<file path="src/design/roe_sqrt.sv">
// Pipelined integer square root, one root bit per stage.
module roe_sqrt #(
  parameter int IN_W = 47,
  localparam int ROOT_W = (IN_W + 1) / 2
) (
  input  logic              clk,
  input  logic              en,
  input  logic [IN_W-1:0]   x,
  output logic [ROOT_W-1:0] root
);

  localparam int XE = 2 * ROOT_W;

  logic [XE-1:0] rem_q [ROOT_W];
  logic [XE-1:0] res_q [ROOT_W];
  logic [XE-1:0] rem_in [ROOT_W];
  logic [XE-1:0] res_in [ROOT_W];

  for (genvar k = 0; k < ROOT_W; k++) begin : g_stage
    localparam logic [XE:0] BIT = (XE+1)'(1) << (2 * (ROOT_W - 1 - k));
    logic [XE:0] trial;

    if (k == 0) begin : g_first
      assign rem_in[k] = XE'(x);
      assign res_in[k] = '0;
    end else begin : g_next
      assign rem_in[k] = rem_q[k-1];
      assign res_in[k] = res_q[k-1];
    end

    assign trial = {1'b0, res_in[k]} + BIT;

    always_ff @(posedge clk) begin
      if (en) begin
        if ({1'b0, rem_in[k]} >= trial) begin
          rem_q[k] <= rem_in[k] - trial[XE-1:0];
          res_q[k] <= (res_in[k] >> 1) + BIT[XE-1:0];
        end else begin
          rem_q[k] <= rem_in[k];
          res_q[k] <= res_in[k] >> 1;
        end
      end
    end
  end

  assign root = res_q[ROOT_W-1][ROOT_W-1:0];

endmodule

</file>
<file path="config.mk">
export PLATFORM = sky130hd
export DESIGN_NAME = roe_sqrt
export DESIGN_NICKNAME = d
export VERILOG_FILES = /design/src/design/roe_sqrt.sv
export SDC_FILE = /design/constraint.sdc
export NUM_CORES = 2
export LEC_CHECK = 0
export BUFFER_PORTS_ARGS = -buffer_cell sky130_fd_sc_hd__buf_2
export CAP_MARGIN = 40
export CORE_MARGIN = 8
export CORE_UTILIZATION = 63
export CTS_CLUSTER_DIAMETER = 80
export DETAILED_ROUTE_END_ITERATION = 16
export PLACE_DENSITY_LB_ADDON = 0.25
export SLEW_MARGIN = 15
export SYNTH_ARGS = -nofsm -noshare
export SYNTH_HDL_FRONTEND = slang
export SYNTH_SLANG_ARGS = --single-unit
</file>
<file path="constraint.sdc">
create_clock -name clk -period 9.5 [get_ports clk]
set_input_delay 1.425 -clock clk [delete_from_list [all_inputs] [get_ports clk]]
set_output_delay 1.425 -clock clk [all_outputs]
set_load 0.01 [all_outputs]
</file>
==> results.ini <==
[run_status]
outcome=complete, no violations

[worst_hold_path]
worstHoldPathCells=0
hp-class=flip-flop to flip-flop
hp-start=res_q[2][120]$_DFFE_PP_
holdPathEnd=res_q[2][167]$_DFFE_PP_

[setup_path]
cp.arrival_ns=5.11
startpoint_type=input port
timing.rr.start=rem_q[2][153]$_DFFE_PP_
r2r_setup_slack_ns=5.29
path_class=input port to flip-flop
reg2reg_depth=10
end_kind=flip-flop
reg2reg_to=rem_q[2][238]$_DFFE_PP_
cp.required_ns=9.98
critPathMaxFanout=141
worstSetupStartpoint=en

[global_route]
grt.overflow.total=0
grt_antenna_before_repair=1
grt_pass1_vias=43100
gr-usage-all-layers_pct=26.8
grt_pass1_wl_um=245000
grt_max_degree=142

[yosys]
async_reset_ff_share_pct=0
synth_edf_count=1404
synth_warnings=0
syn_inst=5390
netlist.area_leader.share_pct=62.4
syn-cell-area_um2=67600
yosysSeqAreaShare_pct=62.4
yosys.cell_types.count=91
ys_seq_elements=1404
yosys.area.top_type=edfxtp_1
synth_nets=5759
avgSynthCellArea_um2=12.5
post_synth_main_area_contributors=edfxtp_1 (62%), ha_1 (5.9%), xor2_1 (3.3%)
synth_ff_type=edfxtp_1

[finish]
syn_to_final_growth_pct=9.93
layout-drive-gt1-share_pct=7.56
final-instance-count-excl-fill=7052
final_net_count=5903
seq_area_um2=42200
layout_commonest_cell=edfxtp_1
layout_common_cells=edfxtp_1 (1,404), nand2_1 (409), inv_1 (382), ha_1 (320), nor2_1 (319)
multi_input_comb_area_um2=23600
fill_cells=7389

[place]
routabilityCongestion=0.956
dp_hpwl_um=117000
port_buffers=72
dp_slack_ns=4.32
numPlacedInstances=6785

[clock_network]
clk_latency_ns=0.76
cts.htree.levels=4
cts-resized-gates=0
clockRootBuffer=clkbuf_16
cts_sinks=1404
cts_buffers=144
cts_tree=yes
post_cts_buffers=0
holdBufCountCts=0
clock_path_buffers=3
clk_pin_slew_worst_paths_ns=0.06

[sta]
slew_violations=0
tns_ns=0
finalClockSkew_ns=0.0312
fmax_mhz=216
fin_ws_ns=4.87
slew_headroom_pct=36.3
rsz0062_at_grt=no
tightest_slew_ns=0.931
hold_ws_ns=0.443
fin_crit_sh_pct=48.8
finalCriticalPeriod_ns=4.63
setup_violations=0
hold_viol_final=0

[die]
core.rowCount=120
io_pins=73
dieArea_um2=118000
start_util_pct=63.3
core_area_um2=107000
die_w_um=344
dieHeight_um=344

[route]
wl_per_cell_um=22.7
drt-vias-per-instance=6.24
routed_wl_um=160000
drt_iter0_drc=3946
firstDrtPassIters=6
vias=44000
antenna_left=0
remaining_drc_errors=0

[power_and_ir_drop]
ir_worst_vdd_v=0.000184
cellPowerDensity_nw_per_um2=228
p_leak_nw=27.9

[job]
max-cap-violations=0

[sequential cells by signal (all words and copies together) (netlist names)]
| name | cells |
|---|---|
| rem_q | 1104 |
| res_q | 300 |
[critical path: stages]
cell,delay (ns)
buf_12,0.50
buf_4,0.67
buf_12,0.58
nor4b_1,0.33
o21ai_0,0.24
nor2b_1,0.64
a2111oi_0,0.25
xor2_1,0.20
[cells in the mapped netlist (all sizes together), types with 11 or more instances]
library cell / instances
a2111oi: 12
a211oi: 28
a21boi: 13
a21o: 116
a21oi: 260
a31oi: 25
and2: 18
and3: 29
and4: 14
buf: 11
clkbuf: 111
edfxtp: 1404
ha: 320
inv: 382
mux2: 37
mux2i: 13
nand2: 409
nand2b: 52
nand3: 93
nand3b: 20
nand4: 87
nand4b: 18
nor2: 321
nor2b: 38
nor3: 153
nor4: 199
nor4b: 37
o211ai: 27
o21a: 64
o21ai: 283
o21bai: 19
o31a: 13
o31ai: 24
or2: 30
or3: 69
or4: 37
or4b: 11
xnor2: 216
xor2: 254
[metal layers]
| layer | routed length (µm) | vias up | global-route usage, % |
|---|---|---|---|
| li1 | - | 20500 | - |
| met1 | 59900 | 21400 | 30.8 |
| met2 | 83800 | 1595 | 49.3 |
| met3 | 8380 | 459 | 3.62 |
| met4 | 8020 | 0 | 12.3 |
| met5 | 0 | - | 0 |
[worst max path at each step]
| stage | to | slack (ns) | cells after the start |
|---|---|---|---|
| finish | rem_q[0][190]$_DFFE_PP_ | 4.87 | 8 |
| global route | rem_q[0][190]$_DFFE_PP_ | 4.73 | 8 |
| CTS | rem_q[0][190]$_DFFE_PP_ | 5.01 | 8 |
| detailed placement | rem_q[0][190]$_DFFE_PP_ | 4.32 | 8 |
| global placement | rem_q[1][320]$_DFFE_PP_ | 4.50 | 7 |
| floorplan | rem_q[2][288]$_DFFE_PP_ | 4.89 | 4 |
[cell type report]
class	instances	area share (%)
Clock inverter	87	1.13
Clock buffer	173	5.02
Multi-Input combinational cell	3481	31.7
Antenna cell	1	0.00337
Sequential cell	1404	56.7
Timing Repair Buffer	120	1.11
Inverter	383	1.93
Tap cell	1403	2.36
[stage by stage]
stage | area [µm²] | utilization, % | power [mW]
finish | 74300 | 69.6 | 17.0
global route | 74300 | 69.6 | 17.6
floorplan | 67600 | - | 10.5
global placement | 69600 | 65.2 | 11.4
detailed placement | 69700 | 65.3 | 11.5
CTS | 74300 | 69.6 | 17.0
[power by group]
group / switching, mW / internal (mW) / leakage [nW]
clock network: 2.42 / 3.08 / 2.20
registers: 0.684 / 7.77 / 13.5
logic: 1.76 / 1.23 / 12.2
total: 4.87 / 12.1 / 27.9
[cells by family (layout without fill, tap and decap cells)]
logic type | Yosys count | in the layout | share of synthesized area, %
adders and majority gates | 320 | 320 | 5.92
DFF | 1404 | 1404 | 62.4
muxes | 50 | 50 | 0.809
xor gates and xnor gates | 470 | 470 | 6.09
other | 0 | 1 | 0
buffers and inverters | 505 | 763 | 2.84
AOI/OAI and AO/OA | 978 | 978 | 9.12
and+or+nand+nor | 1663 | 1663 | 12.9
(Power assumes the default switching activity.)
