## src/design/roe_dly.sv

```systemverilog
// Enabled delay line for aligning side data with the arithmetic units.
module roe_dly #(
  parameter int WIDTH = 64,
  parameter int DEPTH = 1
) (
  input  logic             clk,
  input  logic             en,
  input  logic [WIDTH-1:0] d,
  output logic [WIDTH-1:0] q
);

  logic [WIDTH-1:0] tap [DEPTH];

  always_ff @(posedge clk) begin
    if (en) begin
      tap[0] <= d;
      for (int i = 1; i < DEPTH; i++) begin
        tap[i] <= tap[i-1];
      end
    end
  end

  assign q = tap[DEPTH-1];

endmodule

```

## config.mk

```make
export PLATFORM = sky130hd
export DESIGN_NAME = roe_dly
export DESIGN_NICKNAME = d
export VERILOG_FILES = /design/src/design/roe_dly.sv
export SDC_FILE = /design/constraint.sdc
export NUM_CORES = 1
export LEC_CHECK = 0
export BUFFER_PORTS_ARGS = -buffer_cell sky130_fd_sc_hd__buf_2
export CAP_MARGIN = 20
export CORE_MARGIN = 5
export CORE_UTILIZATION = 36
export DETAILED_ROUTE_END_ITERATION = 8
export GPL_TIMING_DRIVEN = 0
export PLACE_DENSITY_LB_ADDON = 0.1
export SETUP_SLACK_MARGIN = 0.3
export SYNTH_ARGS = -nofsm -noshare
export SYNTH_HDL_FRONTEND = slang
export SYNTH_SLANG_ARGS = --single-unit
```

## constraint.sdc

```tcl
create_clock -name clk -period 0.8 [get_ports clk]
set_input_delay 0.04 -clock clk [delete_from_list [all_inputs] [get_ports clk]]
set_output_delay 0.04 -clock clk [all_outputs]
set_load 0.03 [all_outputs]
```

==> results.md, run 1 <==
- Status: finished with violations
- Failing checks: negative hold slack, negative setup slack
- Static leakage power: 1.40 nW
- Slew @ Worst Pin: approximately 0.24 ns
- Synthesized Nets: 130
- Via count: 1147
- Max cap viols: 0
- Slowest cell on crit path: edfxtp_1
- Biggest register: tap
- First-pass GRT wire length: 6710 µm
- Via-to-Cell Ratio: 4.08
- Max Fanout on Critical Path: 1
- Clk sinks: 64
- Hold Worst Slack: -0.109 ns
- Fillers: about 420
- CTS tree: done
- RSZ-0062 raised after global routing: true
- Count of nets after finishing: 272
- 1st-iter DRT viols: 60
- Final Max Slew Viols: 0
- WP buf/inv: 1
- Htree depth: 3
- Total grt overflow: 0
- Critical Path Start Type: register
- Tot Pwr: slightly above 8 mW
- Min cycle time layout: 0.926 ns
- CTS Root Cell: clkbuf_8
- DR pass1 iterations: 4
- Largest net degree at the start of global routing: 38
- Post-synthesis sequential area ratio: 100%
- Cts bufs inserted: 9
- DP Wirelength: 3250 µm
- Setup TNS: -5.79 ns
- Routed Antenna Nets: 0
- Diode count: 0
- Core area: 0.00514 mm²
- Largest registers: tap x64
- Initial antenna violation count: 0
- Fin util: about 65%
- Worst Path Arrival: 0.89 ns
- Mapped Cells: between 60 and 70
- Power density over the cells: 2500 mW/mm²
- Die Footprint: 0.00690 mm²
- Max FFs per register: 64
- Port buffer count: around 130
- Cell row count: 26
- Vias in the first global route: 1287
- Max-slew headroom: 84.3%
- Layout cells sized above 1: 67.8%
- Final Hold Fails: 64
- Final Setup Violations: 64
- Synthesized area: 0.00192 mm²
- Avg Cell Area, Syn: between 30 and 40 µm²
- Fmax: 1080 MHz
- Total wire length: 4430 µm
- Per-cell routed wire length: 15.8 µm
- Crit. Startpoint: tap[0][13]$_DFFE_PP_
- Initial Util: 37.4%
- Critical path class: register to primary output
- Area growth, synth to finish: 72.9%
- Synth Register Bits: 64
- VDD IR max: 2040 µV
- Critical Path RT: 0.76 ns
- HP Start: d[30]
- CP endpoint kind: primary output
- Worst setup slack after layout: -0.126 ns
- Worst-path clk slew: roughly 0.070 ns
- Fin crit share: 116%
- Critical path cell sequence: buf_6
- Die Span Y: 83.1 µm
- DRC: 0
- Max stage delay on crit path: roughly 0.41 ns
- Multi-input gate area: 0 µm²
- Crit-path leading delay family: flip-flops
- Die W: roughly 83 µm
- Longest Clk Path Bufs: 2
- Synth warn: 0
- Ports: 130
- Gr usage total: 12.9%
- GPL Wtd Cong: 0.689
- Comb_multi_in: 0
- Worst Hold Class: input pin to register
- Yosys cell types: 1
## power breakdown
part           total [mW]  internal [mW]  switching (mW)
logic                1.33          0.601           0.734
registers            4.11           3.99           0.118
clock network        2.85           1.74            1.11
## through the flow
step                hold WS (ns)  worst slack, ns  std cells  instance area, µm²
global route              -0.132           -0.174        281                3320
detailed placement         0.218           -0.396        264                2680
floorplan                  0.139            0.264         64                1920
CTS                       -0.126           -0.146        280                3300
finish                    -0.109           -0.126        281                3320
global placement           0.217           -0.603        263                2660
## kinds of logic (layout without fill, tap and decap cells)
family / Yosys count / in the layout / share of synthesized area [%]
DFF: 64 / 64 / 100
buffers and inverters: 0 / 147 / 0
## area by class of cell
type	instances	area (µm²)	share of cell area (%)
Timing Repair Buffer	131	1110	33.4
Clock inverter	4	68.8	2.07
Clock buffer	12	135	4.07
Tap cell	70	87.6	2.64
Sequential cell	64	1920	57.9
## cells in the final DEF, fill, tap and decap left out
cell	instances
buf_6	64
clkbuf_8	9
buf_8	1
bufinv_16	2
clkinv_2	1
edfxtp_1	64
buf_2	64
buf_16	1
clkbuf_16	1
clkbuf_1	3
clkinv_1	1
## final timing paths
kind              endpoint  slack (ns)  cells after the start
min   tap[0][30]$_DFFE_PP_       -0.11                      1
max                  q[13]       -0.13                      1
## cells in the mapped netlist (all sizes together)
cell type,number,area (µm²)
edfxtp,64,1920
## routing by layer
layer  vias up  part of all wire [%]  track usage [%]
met1       536                    31             12.3
met4         0                   1.1             5.79
met2        61                    58             23.2
met3         6                   9.9             6.14
li1        544                     -                -
met5         -                     0                0
## repair_timing
item                                    in CTS  in global routing
cloned                                       0                  1
buffers inserted                             0                  0
resized for setup                          132                  0
endpoints found under the setup margin     128                 91
hold endpoints to repair                    64                 64
(Power assumes the default switching activity.)
==> run 2, diff against run 1 <==
- CORE_UTILIZATION: 36 -> 43
- clock period: 0.8 -> 1.1 ns (I/O delays scaled with it)
==> run 2 against run 1 <==
The run now ends clean. Worst hold slack improved by 0.27 ns. Non-clock buffer count increased by 63. Sequential share of layout area decreased by 9.0 points. Routed wire length increased by 52%. Critical path depth unchanged. Design area increased by 18%. Cell count increased by 16%. Via count increased by 30%.
==> results.md, run 2 (synthesized netlist as in run 1, its figures left out) <==
- Max cap viols: 0 (unchanged)
- First-pass GRT wire length: 10300 µm (was 6710 µm)
- Met1 wire length: 2170 µm (was 1380 µm)
- Status: complete, no violations (was finished with violations)
- Max stage delay on crit path: 0.42 ns (was 0.41 ns)
- Critical path depth: 1 (unchanged)
- Cts bufs inserted: 9 (unchanged)
- DRC: 0 (unchanged)
- Static leakage power: 1.66 nW (was 1.40 nW)
- Tot Pwr: 6.58 mW (was 8.30 mW)
- Power density over the cells: 1680 mW/mm² (was 2500 mW/mm²)
- Final instance area: 0.00393 mm² (was 0.00332 mm²)
- Die Footprint: 0.00591 mm² (was 0.00690 mm²)
- Slowest cell on crit path: edfxtp_1 (unchanged)
- Via count: 1487 (was 1147)
- Max FFs per register: 64 (unchanged)
- Fillers: 179 (was 415)
- Port buffer count: 129 (unchanged)
- GPL Wtd Cong: 0.651 (was 0.689)
- Layout cells sized above 1: 52.6% (was 67.8%)
- WP buf/inv: 1 (unchanged)
- Final Max Slew Viols: 0 (unchanged)
- Max Fanout on Critical Path: 1 (unchanged)
- Worst-path clk slew: 0.07 ns (about the same)
- Critical Path RT: 1.04 ns (was 0.76 ns)
- Crit. Startpoint: tap[0][48]$_DFFE_PP_ (was tap[0][13]$_DFFE_PP_)
- Total wire length: 6750 µm (was 4430 µm)
- 1st-iter DRT viols: 95 (was 60)
- Fin crit share: 89.3%
- CTS Root Cell: clkbuf_8 (unchanged)
- Initial antenna violation count: 0 (unchanged)
- Critical Path Start Type: register (unchanged)
- Non-Filler Instances: 326 (was 281)
- Comb_multi_in: 0 (unchanged)
- HP Start: en (was d[30])
- Area growth, synth to finish: 104% (was 72.9%)
- Worst Hold Class: input pin to register (unchanged)
- Met2 WL: 3770 µm (was 2560 µm)
- Via-to-Cell Ratio: 4.56 (was 4.08)
- DR pass1 iterations: 4 (unchanged)
- CTS tree: done (unchanged)
- VDD IR max: 1150 µV (was 2040 µV)
- Initial Util: 44.1% (was 37.4%)
- Max-slew headroom: 74.1% (was 84.3%)
- Final Hold Fails: 0 (was 64)
- RSZ-0062 raised after global routing: true (unchanged)
- Final Setup Violations: 0 (was 64)
- Largest net degree at the start of global routing: 37 (was 38)
- Die W: 76.9 µm (was 83.1 µm)
- Multi-input gate area: 0 µm² (unchanged)
- Critical path class: register to primary output (unchanged)
- Diode count: 0 (unchanged)
- Fmax: between 1000 and 1500 MHz
- Setup TNS: 0 ns (was -5.79 ns)
- Count of nets after finishing: 335 (was 272)
- CP endpoint kind: primary output (unchanged)
- Most frequent cells in the layout: 64 x dlygate4sd3_1, 64 x buf_2, 64 x buf_6, 64 x edfxtp_1, 9 x clkbuf_8 (was 64 x buf_2, 64 x buf_6, 64 x edfxtp_1, 9 x clkbuf_8, 3 x clkbuf_1)
- Max Used Layer: met4 (unchanged)
- Biggest register: tap (unchanged)
- Crit-path leading delay family: flip-flops (unchanged)
- Longest Clk Path Bufs: 2 (unchanged)
- Gr usage total: 24.2% (was 12.9%)
- Slew @ Worst Pin: 0.389 ns (was 0.235 ns)
- Largest registers: tap x64 (unchanged)
- Die Span Y: 76.9 µm (was 83.1 µm)
- Clk sinks: 64 (unchanged)
- Vias in the first global route: 1724 (was 1287)
- Core area: 0.00435 mm² (was 0.00514 mm²)
- Routed wl met3: 708 µm (was 440 µm)
- Htree depth: 3 (unchanged)
- Min cycle time layout: 0.982 ns
- Cell row count: 24 (was 26)
- FF+latch area: 0.00192 mm² (unchanged)
- Worst Path Arrival: 0.93 ns (was 0.89 ns)
- Placed Area: 0.00265 mm² (was 0.00268 mm²)
- Routed Antenna Nets: 0 (unchanged)
- Ports: 130 (unchanged)
- Worst Hold Depth: 1 (unchanged)
- Per-cell routed wire length: 20.7 µm (was 15.8 µm)
- Total grt overflow: 0 (unchanged)
- Critical path cell sequence: buf_6 (unchanged)
- Dpl cells: 246 (was 264)
==> run 2: metal layers <==
metal  global-route usage [%]  vias up
met3                     10.8       12
met1                     24.1      709
li1                         -      671
met2                     44.1       95
met4                     8.04        0
met5                        0        -
==> run 2: layout make-up <==
type | instances | share of cell area (%)
clock buffers | 9 | 3.15
clock inverters | 7 | 2.80
flip-flops and latches | 64 | 48.9
well taps | 52 | 1.66
repair buffers | 194 | 43.5
==> run 2: what timing repair did <==
item | 4_1_cts | 5_1_grt
hold buffers | 64 | 0
endpoints found under the setup margin | 100 | 64
resized for setup | 129 | 0
hold endpoints to repair | 64 | 0
setup buffers | 0 | 0
==> run 2: path summary, 6_finish.rpt <==
check	to	slack (ns)
hold / removal	tap[0][31]$_DFFE_PP_	0.16
setup / recovery	q[48]	0.12
==> run 2: report_power, final <==
group	switching (mW)	leakage, nW	internal, mW	total [mW]
clock	0.928	0.114	1.49	2.41
combinational	0.595	0.921	0.572	1.17
sequential	0.0996	0.626	2.90	3.00
==> run 2: through the flow <==
stage	util, %	hold WS [ns]	setup slack [ns]
finish	90.3	0.161	0.118
CTS	90.3	0.163	0.129
global route	90.3	0.156	0.0822
global placement	60.5	0.233	-0.328
detailed placement	60.9	0.233	-0.119
floorplan	-	0.154	0.549
==> run 3, diff against run 2 <==
- CAP_MARGIN: 20 -> unset
- RECOVER_POWER: unset -> 50
- SLEW_MARGIN: unset -> 20
==> run 3 against run 2 <==
Sequential power barely moved. Cell count decreased by 0.31%. Core utilization fell by 1.1 points. First-iteration DRC count grew 16%. Die area unchanged. Combinational power is essentially flat. Design area decreased by 1.3%. Fmax is 0.86% lower. Count of clock-buffer cells in the layout stayed put. Via count down 0.54%.
==> results.md, run 3 (synthesized netlist as in run 1, its figures left out) <==
- Status: complete, no violations (unchanged)
- Fmax: 1010 MHz (was 1020 MHz)
- Max Used Layer: met4 (unchanged)
- Critical Path Start Type: register (unchanged)
- Via-to-Cell Ratio: 4.55 (was 4.56)
- Worst Hold Class: input pin to register (unchanged)
- Routed Antenna Nets: 0 (unchanged)
- First-pass GRT wire length: 9050 µm (was 10300 µm)
- Min cycle time layout: 0.991 ns (was 0.982 ns)
- Clk sinks: 64 (unchanged)
- Fillers: 175 (was 179)
- Initial Util: 44.1% (unchanged)
- Vias in the first global route: 1670 (was 1724)
- Die W: 76.9 µm (unchanged)
- Met2 WL: 3330 µm (was 3770 µm)
- Die Footprint: 0.00591 mm² (unchanged)
- Most frequent cells in the layout: 64 x dlygate4sd3_1, 64 x buf_6, 64 x edfxtp_1, 59 x buf_2, 9 x clkbuf_8 (was 64 x dlygate4sd3_1, 64 x buf_2, 64 x buf_6, 64 x edfxtp_1, 9 x clkbuf_8)
- Worst-path clk slew: 0.07 ns (about the same)
- Area growth, synth to finish: 102% (was 104%)
- Initial antenna violation count: 0 (unchanged)
- Static leakage power: 1.63 nW (was 1.66 nW)
- Diode count: 0 (unchanged)
- CP endpoint kind: primary output (unchanged)
- Multi-input gate area: 0 µm² (unchanged)
- Slowest cell on crit path: edfxtp_1 (unchanged)
- Total grt overflow: 0 (unchanged)
- RSZ-0062 raised after global routing: true (unchanged)
- Worst setup slack after layout: 0.109 ns (was 0.118 ns)
- Die Span Y: 76.9 µm (unchanged)
- WP buf/inv: 1 (unchanged)
- Cell row count: 24 (unchanged)
- Routed wl met3: 646 µm (was 708 µm)
- Slew @ Worst Pin: 0.866 ns (was 0.389 ns)
- Non-Filler Instances: 325 (was 326)
- Power density over the cells: 1630 mW/mm² (was 1680 mW/mm²)
- Fin crit share: 90.1% (was 89.3%)
- Via count: 1479 (was 1487)
- Max-slew headroom: 42.3% (was 74.1%)
- Total wire length: 6030 µm (was 6750 µm)
- CTS Root Cell: clkbuf_8 (unchanged)
- Max cap viols: 0 (unchanged)
- Critical path cell sequence: buf_6 (unchanged)
- Core area: 0.00435 mm² (unchanged)
- Htree depth: 3 (unchanged)
- Dpl cells: 245 (was 246)
- Biggest register: tap (unchanged)
- Worst Path Arrival: 0.94 ns (was 0.93 ns)
- GPL Wtd Cong: 0.651 (unchanged)
- Count of nets after finishing: 334 (was 335)
- CTS tree: done (unchanged)
- FF+latch area: 0.00192 mm² (unchanged)
- DR pass1 iterations: 4 (unchanged)
- Largest registers: tap x64 (unchanged)
- Max stage delay on crit path: 0.43 ns (was 0.42 ns)
- Setup Buffers After CTS: 0 (unchanged)
- DRC: 0 (unchanged)
- Critical Path RT: 1.04 ns (about the same)
- Final Max Slew Viols: 0 (unchanged)
- Per-cell routed wire length: 18.6 µm (was 20.7 µm)
- Crit-path leading delay family: flip-flops (unchanged)
- Final Setup Violations: 0 (unchanged)
- Met1 wire length: 1990 µm (was 2170 µm)
- Ports: 130 (unchanged)
- Longest Clk Path Bufs: 2 (unchanged)
- Largest net degree at the start of global routing: 65 (was 37)
- Max Fanout on Critical Path: 1 (unchanged)
- Critical path class: register to primary output (unchanged)
- Port buffer count: 129 (unchanged)
- Layout cells sized above 1: 50.9% (was 52.6%)
- Hold Worst Slack: 0.431 ns (was 0.161 ns)
- Comb_multi_in: 0 (unchanged)
- VDD IR max: 1620 µV (was 1150 µV)
- Final Hold Fails: 0 (unchanged)
- Fin util: 89.1% (was 90.3%)
- Cts bufs inserted: 9 (unchanged)
- Gr usage total: 20.9% (was 24.2%)
- Setup TNS: 0 ns (unchanged)
- 1st-iter DRT viols: 110 (was 95)
- Max FFs per register: 64 (unchanged)
- Pre-CTS setup slack: 0.0316 ns (was -0.119 ns)
[run 3: final timing paths]
path | start | end | slack, ns | depth (start not counted)
worst min-delay path | d[60] | tap[0][60]$_DFFE_PP_ | 0.43 | 2
worst max-delay path | tap[0][0]$_DFFE_PP_ | q[0] | 0.11 | 1
[run 3: per-stage QoR]
stage          power (mW)  area (µm²)
6_report             6.31        3880
5_1_grt              6.51        3880
4_1_cts              6.27        3890
3_5_place_dp         3.74        2640
3_3_place_gp         3.72        2630
2_1_floorplan        3.40        1920
[run 3: repair_timing]
item | 4_1_cts | 5_1_grt
cloned | 0 | 0
hold endpoints to repair | 64 | 0
setup endpoints to repair | 64 | 64
resized for setup | 128 | 0
hold buffers | 64 | 0
[run 3: report_power, final]
| group | internal [mW] | switching [mW] |
|---|---|---|
| registers | 2.91 | 0.0974 |
| logic | 0.562 | 0.581 |
| clock network | 1.26 | 0.911 |
| total | 4.72 | 1.59 |
[run 3: per-layer routing]
layer	GRT usage (%)	up-vias
met4	6.29	0
li1	-	669
met1	21.0	701
met5	0	-
met3	8.67	8
met2	38.6	101
[run 3: final cells by class]
type,instances,share of cell area [%]
clock inverter,7,2.23
clock buffer,9,3.19
tap,52,1.68
timing repair buffer,193,43.4
sequential,64,49.5
